**src/sv/mfq_pkg.sv**
```systemverilog
`timescale 1ns / 1ps
package mfq_pkg;

   localparam int LEVEL_COUNT_DEF  = 8;
   localparam int JOB_CAPACITY_DEF = 16;

   localparam int CMD_W      = 2;
   localparam int ID_W       = 6;
   localparam int LEVEL_W    = 4;
   localparam int LVL_INT_W  = 6;
   localparam int STATUS_W   = 2;
   localparam int SLICE_W    = 17;
   localparam int BASE_W     = 16;
   localparam int STEP_W     = 12;
   localparam int FRAC_W     = 9;
   localparam int CSR_IDX_W  = 2;
   localparam int CSR_DATA_W = 16;

   typedef enum logic [CMD_W-1:0] {
      CMD_ADD,
      CMD_GET,
      CMD_BUMP,
      CMD_QUERY
   } cmd_type;

   typedef enum logic [STATUS_W-1:0] {
      STATUS_OK,
      STATUS_FULL,
      STATUS_BAD_LEVEL,
      STATUS_EMPTY
   } status_type;

   localparam logic [CSR_IDX_W-1:0] CSR_BASE_SLICE    = 2'd0;
   localparam logic [CSR_IDX_W-1:0] CSR_SLICE_STEP    = 2'd1;
   localparam logic [CSR_IDX_W-1:0] CSR_BUMP_FRACTION = 2'd2;

   localparam logic [FRAC_W-1:0] FRAC_FULL = 9'd256;

endpackage

```
**src/sv/mfq_if.sv**
```systemverilog
`timescale 1ns / 1ps
interface mfq_req_if;
   logic                          valid;
   logic                          ready;
   logic [mfq_pkg::CMD_W-1:0]     cmd;
   logic [mfq_pkg::ID_W-1:0]      job_id;
   logic signed [mfq_pkg::LEVEL_W-1:0] job_level;

   modport source (output valid, cmd, job_id, job_level, input ready);
   modport sink   (input valid, cmd, job_id, job_level, output ready);
endinterface

interface mfq_rsp_if;
   logic                           valid;
   logic                           ready;
   logic [mfq_pkg::STATUS_W-1:0]   status;
   logic [mfq_pkg::ID_W-1:0]       out_job_id;
   logic signed [mfq_pkg::LEVEL_W-1:0] out_level;
   logic [mfq_pkg::SLICE_W-1:0]    time_slice;
   logic                           all_empty;

   modport source (output valid, status, out_job_id, out_level, time_slice, all_empty,
                   input ready);
   modport sink   (input valid, status, out_job_id, out_level, time_slice, all_empty,
                   output ready);
endinterface

interface mfq_csr_if;
   logic                            valid;
   logic                            ready;
   logic [mfq_pkg::CSR_IDX_W-1:0]   index;
   logic [mfq_pkg::CSR_DATA_W-1:0]  data;

   modport source (output valid, index, data, input ready);
   modport sink   (input valid, index, data, output ready);
endinterface

```
**src/sv/mfq_slice_unit.sv**
```systemverilog
`timescale 1ns / 1ps
module mfq_slice_unit (
   input  logic                               clock,
   input  logic                               load,
   input  logic [mfq_pkg::STEP_W-1:0]         step,
   input  logic signed [mfq_pkg::LVL_INT_W-1:0] level,
   input  logic [mfq_pkg::BASE_W-1:0]         base,
   output logic [mfq_pkg::SLICE_W-1:0]        slice
);

   logic [mfq_pkg::LVL_INT_W-2:0] lvl_mag;
   logic [mfq_pkg::SLICE_W-1:0]   prod_in;
   logic [mfq_pkg::SLICE_W-1:0]   prod_ff;

   // negative levels get the base slice only
   assign lvl_mag = (level > 0) ? level[mfq_pkg::LVL_INT_W-2:0] : '0;
   assign prod_in = mfq_pkg::SLICE_W'(step) * mfq_pkg::SLICE_W'(lvl_mag);

   always_ff @(posedge clock) begin
      if (load) begin
         prod_ff <= prod_in;
      end
   end

   assign slice = mfq_pkg::SLICE_W'(base) + prod_ff;

endmodule

```
**src/sv/multilevel_feedback_queue_core.sv**
```systemverilog
`timescale 1ns / 1ps
// Flow: an accepted word goes through S_EXEC, S_FINISH and S_SLICE, and rsp
// valid is registered from S_SLICE; get adds S_GET_WAIT after S_EXEC, and bump
// visits S_BUMP_SCAN per level from its start level up, and S_BUMP_MOVE per job
// moved to level 0, before S_FINISH. One word at a time: the sequencer and the
// single-port job store set the pace. A stalled rsp adds its stall.
// Reset (synchronous, active high) empties all queues and clears the
// configuration registers; the job store itself is not cleared.
module multilevel_feedback_queue_core #(
   parameter int LEVEL_COUNT  = mfq_pkg::LEVEL_COUNT_DEF,
   parameter int JOB_CAPACITY = mfq_pkg::JOB_CAPACITY_DEF
) (
   input  logic       clock,
   input  logic       reset,
   mfq_req_if.sink    req_ch,
   mfq_rsp_if.source  rsp_ch,
   mfq_csr_if.sink    csr_ch
);

   localparam int LW    = (LEVEL_COUNT > 1) ? $clog2(LEVEL_COUNT) : 1;
   localparam int LW1   = $clog2(LEVEL_COUNT + 1);
   localparam int PW    = $clog2(JOB_CAPACITY);
   localparam int CW    = $clog2(JOB_CAPACITY + 1);
   localparam int DEPTH = LEVEL_COUNT * JOB_CAPACITY;
   localparam int AW    = $clog2(DEPTH);
   localparam int BXW   = 14;
   localparam int IW    = mfq_pkg::LVL_INT_W;

   localparam logic signed [IW-1:0] LvlNone = -6'sd1;
   localparam logic signed [IW-1:0] LvlMax  = IW'(LEVEL_COUNT - 1);
   localparam logic [BXW-1:0]       BumpTop = BXW'((LEVEL_COUNT - 1) * 256);

   typedef enum logic [2:0] {
      S_IDLE,
      S_EXEC,
      S_GET_WAIT,
      S_BUMP_SCAN,
      S_BUMP_MOVE,
      S_FINISH,
      S_SLICE
   } state_type;

   state_type state_ff, state_in;

   mfq_pkg::cmd_type                  cmd_ff, cmd_in;
   logic [mfq_pkg::ID_W-1:0]          id_ff, id_in;
   logic signed [mfq_pkg::LEVEL_W-1:0] lvl_ff, lvl_in;
   logic signed [IW-1:0]              out_lvl_ff, out_lvl_in;
   mfq_pkg::status_type               status_ff, status_in;
   logic [mfq_pkg::ID_W-1:0]          out_id_ff, out_id_in;
   logic [CW-1:0]                     total_ff, total_in;
   logic [PW-1:0]                     head_ff [LEVEL_COUNT];
   logic [PW-1:0]                     head_in [LEVEL_COUNT];
   logic [PW-1:0]                     tail_ff [LEVEL_COUNT];
   logic [PW-1:0]                     tail_in [LEVEL_COUNT];
   logic [CW-1:0]                     count_ff [LEVEL_COUNT];
   logic [CW-1:0]                     count_in [LEVEL_COUNT];
   logic [LW1-1:0]                    scan_ff, scan_in;

   logic                              rsp_valid_ff, rsp_valid_in;
   mfq_pkg::status_type               rsp_status_ff, rsp_status_in;
   logic [mfq_pkg::ID_W-1:0]          rsp_id_ff, rsp_id_in;
   logic signed [mfq_pkg::LEVEL_W-1:0] rsp_level_ff, rsp_level_in;
   logic [mfq_pkg::SLICE_W-1:0]       rsp_slice_ff, rsp_slice_in;
   logic                              rsp_empty_ff, rsp_empty_in;

   logic [mfq_pkg::BASE_W-1:0]        base_ff, base_in;
   logic [mfq_pkg::STEP_W-1:0]        step_ff, step_in;
   logic [mfq_pkg::FRAC_W-1:0]        frac_ff, frac_in;

   logic [mfq_pkg::ID_W-1:0]          mem [DEPTH];
   logic                              mem_we, mem_re;
   logic [AW-1:0]                     mem_waddr, mem_raddr;
   logic [mfq_pkg::ID_W-1:0]          mem_wdata;
   logic [mfq_pkg::ID_W-1:0]          rd_data_ff;

   logic signed [IW-1:0]              lvl_ext, next_lvl, start_ext;
   logic [LW-1:0]                     next_idx, get_idx, scan_idx;
   logic [mfq_pkg::FRAC_W-1:0]        frac_sat;
   logic [BXW-1:0]                    bump_lf;
   logic [LW1-1:0]                    bump_start;
   logic                              slice_load;
   logic [mfq_pkg::SLICE_W-1:0]       slice_val;

   function automatic logic [PW-1:0] pos_inc(input logic [PW-1:0] p);
      return (p == PW'(JOB_CAPACITY - 1)) ? '0 : p + 1'b1;
   endfunction

   function automatic logic [AW-1:0] addr_of(input logic [LW-1:0] l, input logic [PW-1:0] p);
      return AW'(l) * AW'(JOB_CAPACITY) + AW'(p);
   endfunction

   assign lvl_ext  = {{(IW - mfq_pkg::LEVEL_W){lvl_ff[mfq_pkg::LEVEL_W-1]}}, lvl_ff};
   assign next_lvl = (lvl_ext == LvlMax) ? LvlMax : lvl_ext + signed'(IW'(1));
   assign next_idx = next_lvl[LW-1:0];
   assign scan_idx = scan_ff[LW-1:0];

   // bump start = floor(((L-1)*256 - L*f) / 256), clamped at zero
   assign frac_sat   = (frac_ff > mfq_pkg::FRAC_FULL) ? mfq_pkg::FRAC_FULL : frac_ff;
   assign bump_lf    = BXW'(LEVEL_COUNT) * BXW'(frac_sat);
   assign bump_start = (bump_lf >= BumpTop) ? '0 : LW1'((BumpTop - bump_lf) >> 8);
   assign start_ext  = IW'(bump_start);

   always_comb begin
      get_idx = '0;
      for (int k = LEVEL_COUNT - 1; k >= 0; k--) begin
         if (count_ff[k] != '0) get_idx = LW'(k);
      end
   end

   assign slice_load = (state_ff == S_FINISH);

   mfq_slice_unit u_slice (
      .clock (clock),
      .load  (slice_load),
      .step  (step_ff),
      .level (out_lvl_ff),
      .base  (base_ff),
      .slice (slice_val)
   );

   assign req_ch.ready = (state_ff == S_IDLE);
   assign csr_ch.ready = 1'b1;

   always_comb begin
      state_in      = state_ff;
      cmd_in        = cmd_ff;
      id_in         = id_ff;
      lvl_in        = lvl_ff;
      out_lvl_in    = out_lvl_ff;
      status_in     = status_ff;
      out_id_in     = out_id_ff;
      total_in      = total_ff;
      head_in       = head_ff;
      tail_in       = tail_ff;
      count_in      = count_ff;
      scan_in       = scan_ff;
      rsp_valid_in  = rsp_valid_ff;
      rsp_status_in = rsp_status_ff;
      rsp_id_in     = rsp_id_ff;
      rsp_level_in  = rsp_level_ff;
      rsp_slice_in  = rsp_slice_ff;
      rsp_empty_in  = rsp_empty_ff;
      base_in       = base_ff;
      step_in       = step_ff;
      frac_in       = frac_ff;
      mem_we        = 1'b0;
      mem_re        = 1'b0;
      mem_waddr     = '0;
      mem_raddr     = '0;
      mem_wdata     = id_ff;

      if (csr_ch.valid) begin
         case (csr_ch.index)
            mfq_pkg::CSR_BASE_SLICE:    base_in = csr_ch.data[mfq_pkg::BASE_W-1:0];
            mfq_pkg::CSR_SLICE_STEP:    step_in = csr_ch.data[mfq_pkg::STEP_W-1:0];
            mfq_pkg::CSR_BUMP_FRACTION: frac_in = csr_ch.data[mfq_pkg::FRAC_W-1:0];
            default: ;
         endcase
      end

      if (rsp_valid_ff && rsp_ch.ready) rsp_valid_in = 1'b0;

      case (state_ff)
         S_IDLE: begin
            if (req_ch.valid) begin
               cmd_in   = mfq_pkg::cmd_type'(req_ch.cmd);
               id_in    = req_ch.job_id;
               lvl_in   = req_ch.job_level;
               state_in = S_EXEC;
            end
         end
         S_EXEC: begin
            status_in  = mfq_pkg::STATUS_OK;
            out_id_in  = '0;
            out_lvl_in = lvl_ext;
            state_in   = S_FINISH;
            case (cmd_ff)
               mfq_pkg::CMD_ADD: begin
                  if (lvl_ext < LvlNone || lvl_ext > LvlMax) begin
                     status_in = mfq_pkg::STATUS_BAD_LEVEL;
                  end else if (total_ff >= CW'(JOB_CAPACITY)) begin
                     status_in = mfq_pkg::STATUS_FULL;
                  end else begin
                     mem_we             = 1'b1;
                     mem_waddr          = addr_of(next_idx, tail_ff[next_idx]);
                     mem_wdata          = id_ff;
                     tail_in[next_idx]  = pos_inc(tail_ff[next_idx]);
                     count_in[next_idx] = count_ff[next_idx] + 1'b1;
                     total_in           = total_ff + 1'b1;
                     out_lvl_in         = next_lvl;
                  end
               end
               mfq_pkg::CMD_GET: begin
                  if (total_ff == '0) begin
                     status_in  = mfq_pkg::STATUS_EMPTY;
                     out_lvl_in = LvlNone;
                  end else begin
                     mem_re            = 1'b1;
                     mem_raddr         = addr_of(get_idx, head_ff[get_idx]);
                     head_in[get_idx]  = pos_inc(head_ff[get_idx]);
                     count_in[get_idx] = count_ff[get_idx] - 1'b1;
                     total_in          = total_ff - 1'b1;
                     out_lvl_in        = IW'(get_idx);
                     state_in          = S_GET_WAIT;
                  end
               end
               mfq_pkg::CMD_BUMP: begin
                  if (lvl_ext >= start_ext) out_lvl_in = LvlNone;
                  scan_in  = (bump_start == '0) ? LW1'(1) : bump_start;
                  state_in = S_BUMP_SCAN;
               end
               default: ;
            endcase
         end
         S_GET_WAIT: begin
            out_id_in = rd_data_ff;
            state_in  = S_FINISH;
         end
         S_BUMP_SCAN: begin
            if (scan_ff >= LW1'(LEVEL_COUNT)) begin
               state_in = S_FINISH;
            end else if (count_ff[scan_idx] == '0) begin
               scan_in = scan_ff + 1'b1;
            end else begin
               mem_re             = 1'b1;
               mem_raddr          = addr_of(scan_idx, head_ff[scan_idx]);
               head_in[scan_idx]  = pos_inc(head_ff[scan_idx]);
               count_in[scan_idx] = count_ff[scan_idx] - 1'b1;
               state_in           = S_BUMP_MOVE;
            end
         end
         S_BUMP_MOVE: begin
            mem_we      = 1'b1;
            mem_waddr   = addr_of('0, tail_ff[0]);
            mem_wdata   = rd_data_ff;
            tail_in[0]  = pos_inc(tail_ff[0]);
            count_in[0] = count_ff[0] + 1'b1;
            state_in    = S_BUMP_SCAN;
         end
         S_FINISH: begin
            state_in = S_SLICE;
         end
         S_SLICE: begin
            if (!rsp_valid_ff || rsp_ch.ready) begin
               rsp_valid_in  = 1'b1;
               rsp_status_in = status_ff;
               rsp_id_in     = out_id_ff;
               rsp_level_in  = out_lvl_ff[mfq_pkg::LEVEL_W-1:0];
               rsp_slice_in  = slice_val;
               rsp_empty_in  = (total_ff == '0);
               state_in      = S_IDLE;
            end
         end
         default: state_in = S_IDLE;
      endcase
   end

   always_ff @(posedge clock) begin
      if (reset) begin
         state_ff     <= S_IDLE;
         total_ff     <= '0;
         scan_ff      <= '0;
         rsp_valid_ff <= 1'b0;
         base_ff      <= '0;
         step_ff      <= '0;
         frac_ff      <= '0;
         for (int k = 0; k < LEVEL_COUNT; k++) begin
            head_ff[k]  <= '0;
            tail_ff[k]  <= '0;
            count_ff[k] <= '0;
         end
      end else begin
         state_ff     <= state_in;
         total_ff     <= total_in;
         scan_ff      <= scan_in;
         rsp_valid_ff <= rsp_valid_in;
         base_ff      <= base_in;
         step_ff      <= step_in;
         frac_ff      <= frac_in;
         head_ff      <= head_in;
         tail_ff      <= tail_in;
         count_ff     <= count_in;
      end
      cmd_ff        <= cmd_in;
      id_ff         <= id_in;
      lvl_ff        <= lvl_in;
      out_lvl_ff    <= out_lvl_in;
      status_ff     <= status_in;
      out_id_ff     <= out_id_in;
      rsp_status_ff <= rsp_status_in;
      rsp_id_ff     <= rsp_id_in;
      rsp_level_ff  <= rsp_level_in;
      rsp_slice_ff  <= rsp_slice_in;
      rsp_empty_ff  <= rsp_empty_in;
   end

   always_ff @(posedge clock) begin
      if (mem_we) mem[mem_waddr] <= mem_wdata;
      if (mem_re) rd_data_ff <= mem[mem_raddr];
   end

   assign rsp_ch.valid      = rsp_valid_ff;
   assign rsp_ch.status     = rsp_status_ff;
   assign rsp_ch.out_job_id = rsp_id_ff;
   assign rsp_ch.out_level  = rsp_level_ff;
   assign rsp_ch.time_slice = rsp_slice_ff;
   assign rsp_ch.all_empty  = rsp_empty_ff;

   a_total_bound: assert property (@(posedge clock) disable iff (reset)
      total_ff <= CW'(JOB_CAPACITY))
      else $error("queued job total above capacity");

   a_one_port: assert property (@(posedge clock) disable iff (reset)
      !(mem_we && mem_re))
      else $error("job store read and written in one cycle");

   a_busy_after_accept: assert property (@(posedge clock) disable iff (reset)
      (req_ch.valid && req_ch.ready) |=> !req_ch.ready)
      else $error("ready while a word is in work");

   a_move_after_scan: assert property (@(posedge clock) disable iff (reset)
      (state_ff == S_BUMP_MOVE) |-> $past(state_ff == S_BUMP_SCAN && mem_re))
      else $error("bump move without a pop");

   a_rsp_from_slice: assert property (@(posedge clock) disable iff (reset)
      $rose(rsp_valid_ff) |-> $past(state_ff == S_SLICE))
      else $error("response raised outside slice step");

endmodule

```
**src/flat_wrapper.sv**
```systemverilog
// flat-port wrapper written by rule: the top's interface ports become plain ports
module multilevel_feedback_queue_core_flat 
#(
   parameter int LEVEL_COUNT  = mfq_pkg::LEVEL_COUNT_DEF,
   parameter int JOB_CAPACITY = mfq_pkg::JOB_CAPACITY_DEF
)
  (clock, reset, req_ch_valid, req_ch_cmd, req_ch_job_id, req_ch_job_level, req_ch_ready, rsp_ch_valid, rsp_ch_status, rsp_ch_out_job_id, rsp_ch_out_level, rsp_ch_time_slice, rsp_ch_all_empty, rsp_ch_ready, csr_ch_valid, csr_ch_index, csr_ch_data, csr_ch_ready);
  mfq_req_if req_ch_i ();
  mfq_rsp_if rsp_ch_i ();
  mfq_csr_if csr_ch_i ();
  input  logic clock;
  input  logic reset;
  input wire logic [$bits(req_ch_i.valid)-1:0] req_ch_valid;
  input wire logic [$bits(req_ch_i.cmd)-1:0] req_ch_cmd;
  input wire logic [$bits(req_ch_i.job_id)-1:0] req_ch_job_id;
  input wire logic [$bits(req_ch_i.job_level)-1:0] req_ch_job_level;
  output wire logic [$bits(req_ch_i.ready)-1:0] req_ch_ready;
  output wire logic [$bits(rsp_ch_i.valid)-1:0] rsp_ch_valid;
  output wire logic [$bits(rsp_ch_i.status)-1:0] rsp_ch_status;
  output wire logic [$bits(rsp_ch_i.out_job_id)-1:0] rsp_ch_out_job_id;
  output wire logic [$bits(rsp_ch_i.out_level)-1:0] rsp_ch_out_level;
  output wire logic [$bits(rsp_ch_i.time_slice)-1:0] rsp_ch_time_slice;
  output wire logic [$bits(rsp_ch_i.all_empty)-1:0] rsp_ch_all_empty;
  input wire logic [$bits(rsp_ch_i.ready)-1:0] rsp_ch_ready;
  input wire logic [$bits(csr_ch_i.valid)-1:0] csr_ch_valid;
  input wire logic [$bits(csr_ch_i.index)-1:0] csr_ch_index;
  input wire logic [$bits(csr_ch_i.data)-1:0] csr_ch_data;
  output wire logic [$bits(csr_ch_i.ready)-1:0] csr_ch_ready;
  assign req_ch_i.valid = req_ch_valid;
  assign req_ch_i.cmd = req_ch_cmd;
  assign req_ch_i.job_id = req_ch_job_id;
  assign req_ch_i.job_level = req_ch_job_level;
  assign req_ch_ready = req_ch_i.ready;
  assign rsp_ch_valid = rsp_ch_i.valid;
  assign rsp_ch_status = rsp_ch_i.status;
  assign rsp_ch_out_job_id = rsp_ch_i.out_job_id;
  assign rsp_ch_out_level = rsp_ch_i.out_level;
  assign rsp_ch_time_slice = rsp_ch_i.time_slice;
  assign rsp_ch_all_empty = rsp_ch_i.all_empty;
  assign rsp_ch_i.ready = rsp_ch_ready;
  assign csr_ch_i.valid = csr_ch_valid;
  assign csr_ch_i.index = csr_ch_index;
  assign csr_ch_i.data = csr_ch_data;
  assign csr_ch_ready = csr_ch_i.ready;
  multilevel_feedback_queue_core #(.LEVEL_COUNT(LEVEL_COUNT), .JOB_CAPACITY(JOB_CAPACITY)) u_core (.clock(clock), .reset(reset), .req_ch(req_ch_i), .rsp_ch(rsp_ch_i), .csr_ch(csr_ch_i));
endmodule
```
**config.mk**
```make
export PLATFORM = sky130hd
export DESIGN_NAME = multilevel_feedback_queue_core_flat
export DESIGN_NICKNAME = d
export VERILOG_FILES = /design/src/sv/mfq_pkg.sv /design/src/sv/mfq_if.sv /design/src/sv/mfq_slice_unit.sv /design/src/sv/multilevel_feedback_queue_core.sv /design/src/flat_wrapper.sv
export SDC_FILE = /design/constraint.sdc
export NUM_CORES = 2
export LEC_CHECK = 0
export ABC_AREA = 1
export BUFFER_PORTS_ARGS = -buffer_cell sky130_fd_sc_hd__buf_2
export CAP_MARGIN = 20
export CORE_UTILIZATION = 25
export DETAILED_ROUTE_END_ITERATION = 12
export GPL_TIMING_DRIVEN = 0
export PLACE_DENSITY_LB_ADDON = 0.25
export SLEW_MARGIN = 20
export SYNTH_ARGS = -nofsm -noshare
export SYNTH_HDL_FRONTEND = slang
export SYNTH_HIERARCHICAL = 1
export SYNTH_SLANG_ARGS = --single-unit
```
**constraint.sdc**
```tcl
create_clock -name clock -period 10.5 [get_ports clock]
set_input_delay 2.1 -clock clock [delete_from_list [all_inputs] [get_ports clock]]
set_output_delay 2.1 -clock clock [all_outputs]
set_load 0.01 [all_outputs]
```
==> impl_metrics.py <==
metrics = {
    "sta": {
        "hold_viol_final": 0,
        "max_freq_mhz": 150.9,
        "worstMarginPinSlew_ns": 1.201,
        "fin_crit_ns": 6.625,
        "rsz0062_at_grt": "false",
        "maxSlewHeadroom": 0.1996,
        "setup_viol": 0,
        "skew_ns": 0.08816,
        "setup_tns_ns": 0,
        "slew_violations": 0,
        "final.period_utilization": 0.6310,
    },
    "pwr": {
        "power_density_nw_per_um2": 235.6,
        "p_leak_nw": 22.91,
        "vdd_drop_max_v": 0.0002707,
    },
    "die": {
        "die-area_sq_um": 201000,
        "row_count": 163,
        "die_y_um": 448.3,
        "start_util": 0.2520,
        "dieWidth_um": 448.3,
        "core_sq_um": 197600,
        "io_pins": 68,
    },
    "worst_setup_path": {
        "crit_fanout": 9,
        "critical_path.slowest_cell": "nor2_1",
        "cp-end-kind": "register",
        "crit_buf_inv": 4,
        "critPathRequiredTime_ns": 10.92,
        "path_cells": "ha_1, o21ai_0, nand2_1, nor2_1, inv_1, o2111ai_1, inv_1, nand2_1, nand2_1, inv_1, nand2_1, inv_1, nand3_1, nor2_1",
        "crit_path_start_kind": "register",
        "slowest_delay_ns": 0.99,
        "worstSetupPathType": "reg2reg",
        "cp_top_family": "simple AND/OR/NAND/NOR gates",
        "cp.arrival_ns": 7.04,
    },
    "synthesis": {
        "async_flop_share": 0,
        "syn_area_per_cell_sq_um": 9.286,
        "synth_ff_type": "edfxtp_1",
        "ys_types": 58,
        "netlist_area_sq_um": 49800,
        "yosysWarningCount": 6,
        "ys_seq_area_frac": 0.5720,
        "yosysTopAreaCell": "edfxtp_1",
        "post-synth-top-count-cell": "nand2_1",
        "synth_top_area_share": 0.5101,
        "synthTopCellsByArea": "edfxtp_1 51%, nand3_1 8.5%, nand2_1 7.0%",
        "yosys_register_bits": 1000,
        "synthCells": 5363,
        "synth_edf_count": 846,
        "synthTopCellsByCount": "931 x nand2_1, 882 x inv_1, 846 x edfxtp_1",
    },
    "place": {
        "portBuffers": 65,
        "dp.cells": 8113,
        "dpl.hpwl_mm": 143.4,
        "postPlaceCellArea_sq_um": 54530,
        "gp_congestion": 0.9706,
    },
    "worst_hold_path": {
        "hp-class": "reg2reg",
    },
    "routing": {
        "wl_per_cell_um": 23.52,
        "antenna_left": 0,
        "dr.pass1.iters": 8,
        "drc": 0,
        "via_count": 40870,
        "drt-initial-drc-count": 4543,
        "routed_via_density": 4.909,
        "wl_mm": 195.8,
    },
    "clocking": {
        "clock_latency_ns": 0.80,
        "cts_buffers": 113,
        "postCtsSetupBuffers": 0,
        "cts_resized": 0,
        "cts.clk_slew.worst_paths_ns": 0.06,
        "cts_buffer_depth": 3,
        "cts_max_level": 3,
        "postCtsHoldBufs": 0,
        "cts.sinks": 1000,
        "clockRootBuffer": "clkbuf_16",
        "cts_tree": "done",
    },
    "grt": {
        "use_met2": 0.3045,
        "busiest_layer": "met2",
        "grt_overflow": 0,
        "grt_max_degree": 29,
        "antenna_found_initial": 5,
        "grt_pass1_vias": 38450,
        "grt_util_met1": 0.2609,
        "grt_first_pass_wirelength_mm": 277.1,
        "grt.total_usage": 0.1909,
        "met3_usage": 0.03014,
    },
    "layout": {
        "area_growth_pct": 16.76,
        "drive_gt1_frac": 0.08481,
        "final_cells": 8325,
        "stdcell_area_sq_um": 58150,
        "final_nets": 5720,
    },
    "outcome": {
        "status": "finished clean",
    },
    "run": {
        "drv_cap": 0,
    },
}
-- sequential cells by signal (all words and copies together) (netlist names), 9 cells and up --
signal	count
u_core/frac_ff	9
u_core/count_ff	40
u_core/rsp_ch.time_slice	17
u_core/u_slice/prod_ff	17
u_core/head_ff	32
u_core/tail_ff	32
u_core/mem	768
u_core/base_ff	16
u_core/step_ff	12
-- cell usage in the layout, fill, tap and decap left out, types with 11 or more instances in the layout --
cell         n
a211oi_1    11
a21oi_1    154
a221oi_1    25
a31oi_1     13
a41oi_1     15
buf_1       27
buf_16      32
buf_2      170
buf_4       21
buf_6       16
clkbuf_1   100
clkbuf_16  113
clkinv_1    35
clkinv_2    23
dfxtp_1    154
edfxtp_1   846
fa_1        32
ha_1        65
inv_1      882
inv_2       21
nand2_1    931
nand2_2     14
nand3_1    842
nand3b_1   259
nand4_1     31
nor2_1     434
nor3_1      11
o211ai_1    14
o21ai_0    183
o22ai_1     77
xor2_1      15
-- power by group --
| part | internal (mW) | leakage (nW) | total, mW | switching (mW) |
|---|---|---|---|---|
| combinational | 1.25 | 12.3 | 5.02 | 3.77 |
| clock | 2.19 | 1.76 | 3.93 | 1.74 |
| sequential | 4.64 | 8.88 | 4.75 | 0.117 |
| total | 8.08 | 22.9 | 13.7 | 5.63 |
-- worst register-to-register path, stage by stage, from the launching register on --
cell	delay, ns
edfxtp_1	0.53
ha_1	0.28
o21ai_0	0.53
nand2_1	0.15
nor2_1	0.77
inv_1	0.50
o2111ai_1	0.35
inv_1	0.13
nand2_1	0.07
nand2_1	0.42
inv_1	0.67
nand2_1	0.11
inv_1	0.10
nand3_1	0.64
nor2_1	1.02
-- final timing paths --
path	from	end	slack, ns	cells past startpoint
worst max register to register	u_core/lvl_ff[0]	u_core/mem[18][3]	3.87	14
worst max-delay path	u_core/lvl_ff[0]	u_core/mem[18][3]	3.87	14
worst min-delay path	u_core/status_ff[0]	u_core/rsp_ch.status[0]	0.45	0
worst min register to register	u_core/status_ff[0]	u_core/rsp_ch.status[0]	0.45	0
-- metrics by stage --
stage	power (mW)	worst slack, ns	hold slack, ns	utilization
floorplan	7.617	3.453	0.4003	-
global placement	9.786	-7.713	0.4459	0.2704
detailed placement	9.757	4.088	0.4450	0.2759
CTS	13.67	4.058	0.4584	0.2942
global route	14.22	3.784	0.4528	0.2942
finish	13.70	3.875	0.4532	0.2942
-- kinds of logic after synthesis --
logic type	share of synthesized area
other	0.00007530
AND/OR/NAND/NOR	0.2393
AO/OA/AOI/OAI	0.06296
flip-flops	0.5720
adder cells (fa/ha/maj)	0.02919
XOR/XNOR	0.003668
buffers and inverters	0.09275
-- metal layers --
layer	vias to the layer above	share of wire
li1	18510	-
met1	20210	0.43
met2	1797	0.45
met3	345	0.079
met4	4	0.034
met5	-	0.000087
-- layout make-up --
type	instances	area, sq um
plain buffers	242	1219
inverters	906	3401
fillers	20780	139500
multi-input cells	3217	16780
flip-flops and latches	1000	28490
repair buffers	108	1334
clock buffers	136	2934
clock inverters	74	680.7
diodes	2	5.005
well taps	2640	3303
Power figures use the tool's default switching activity.
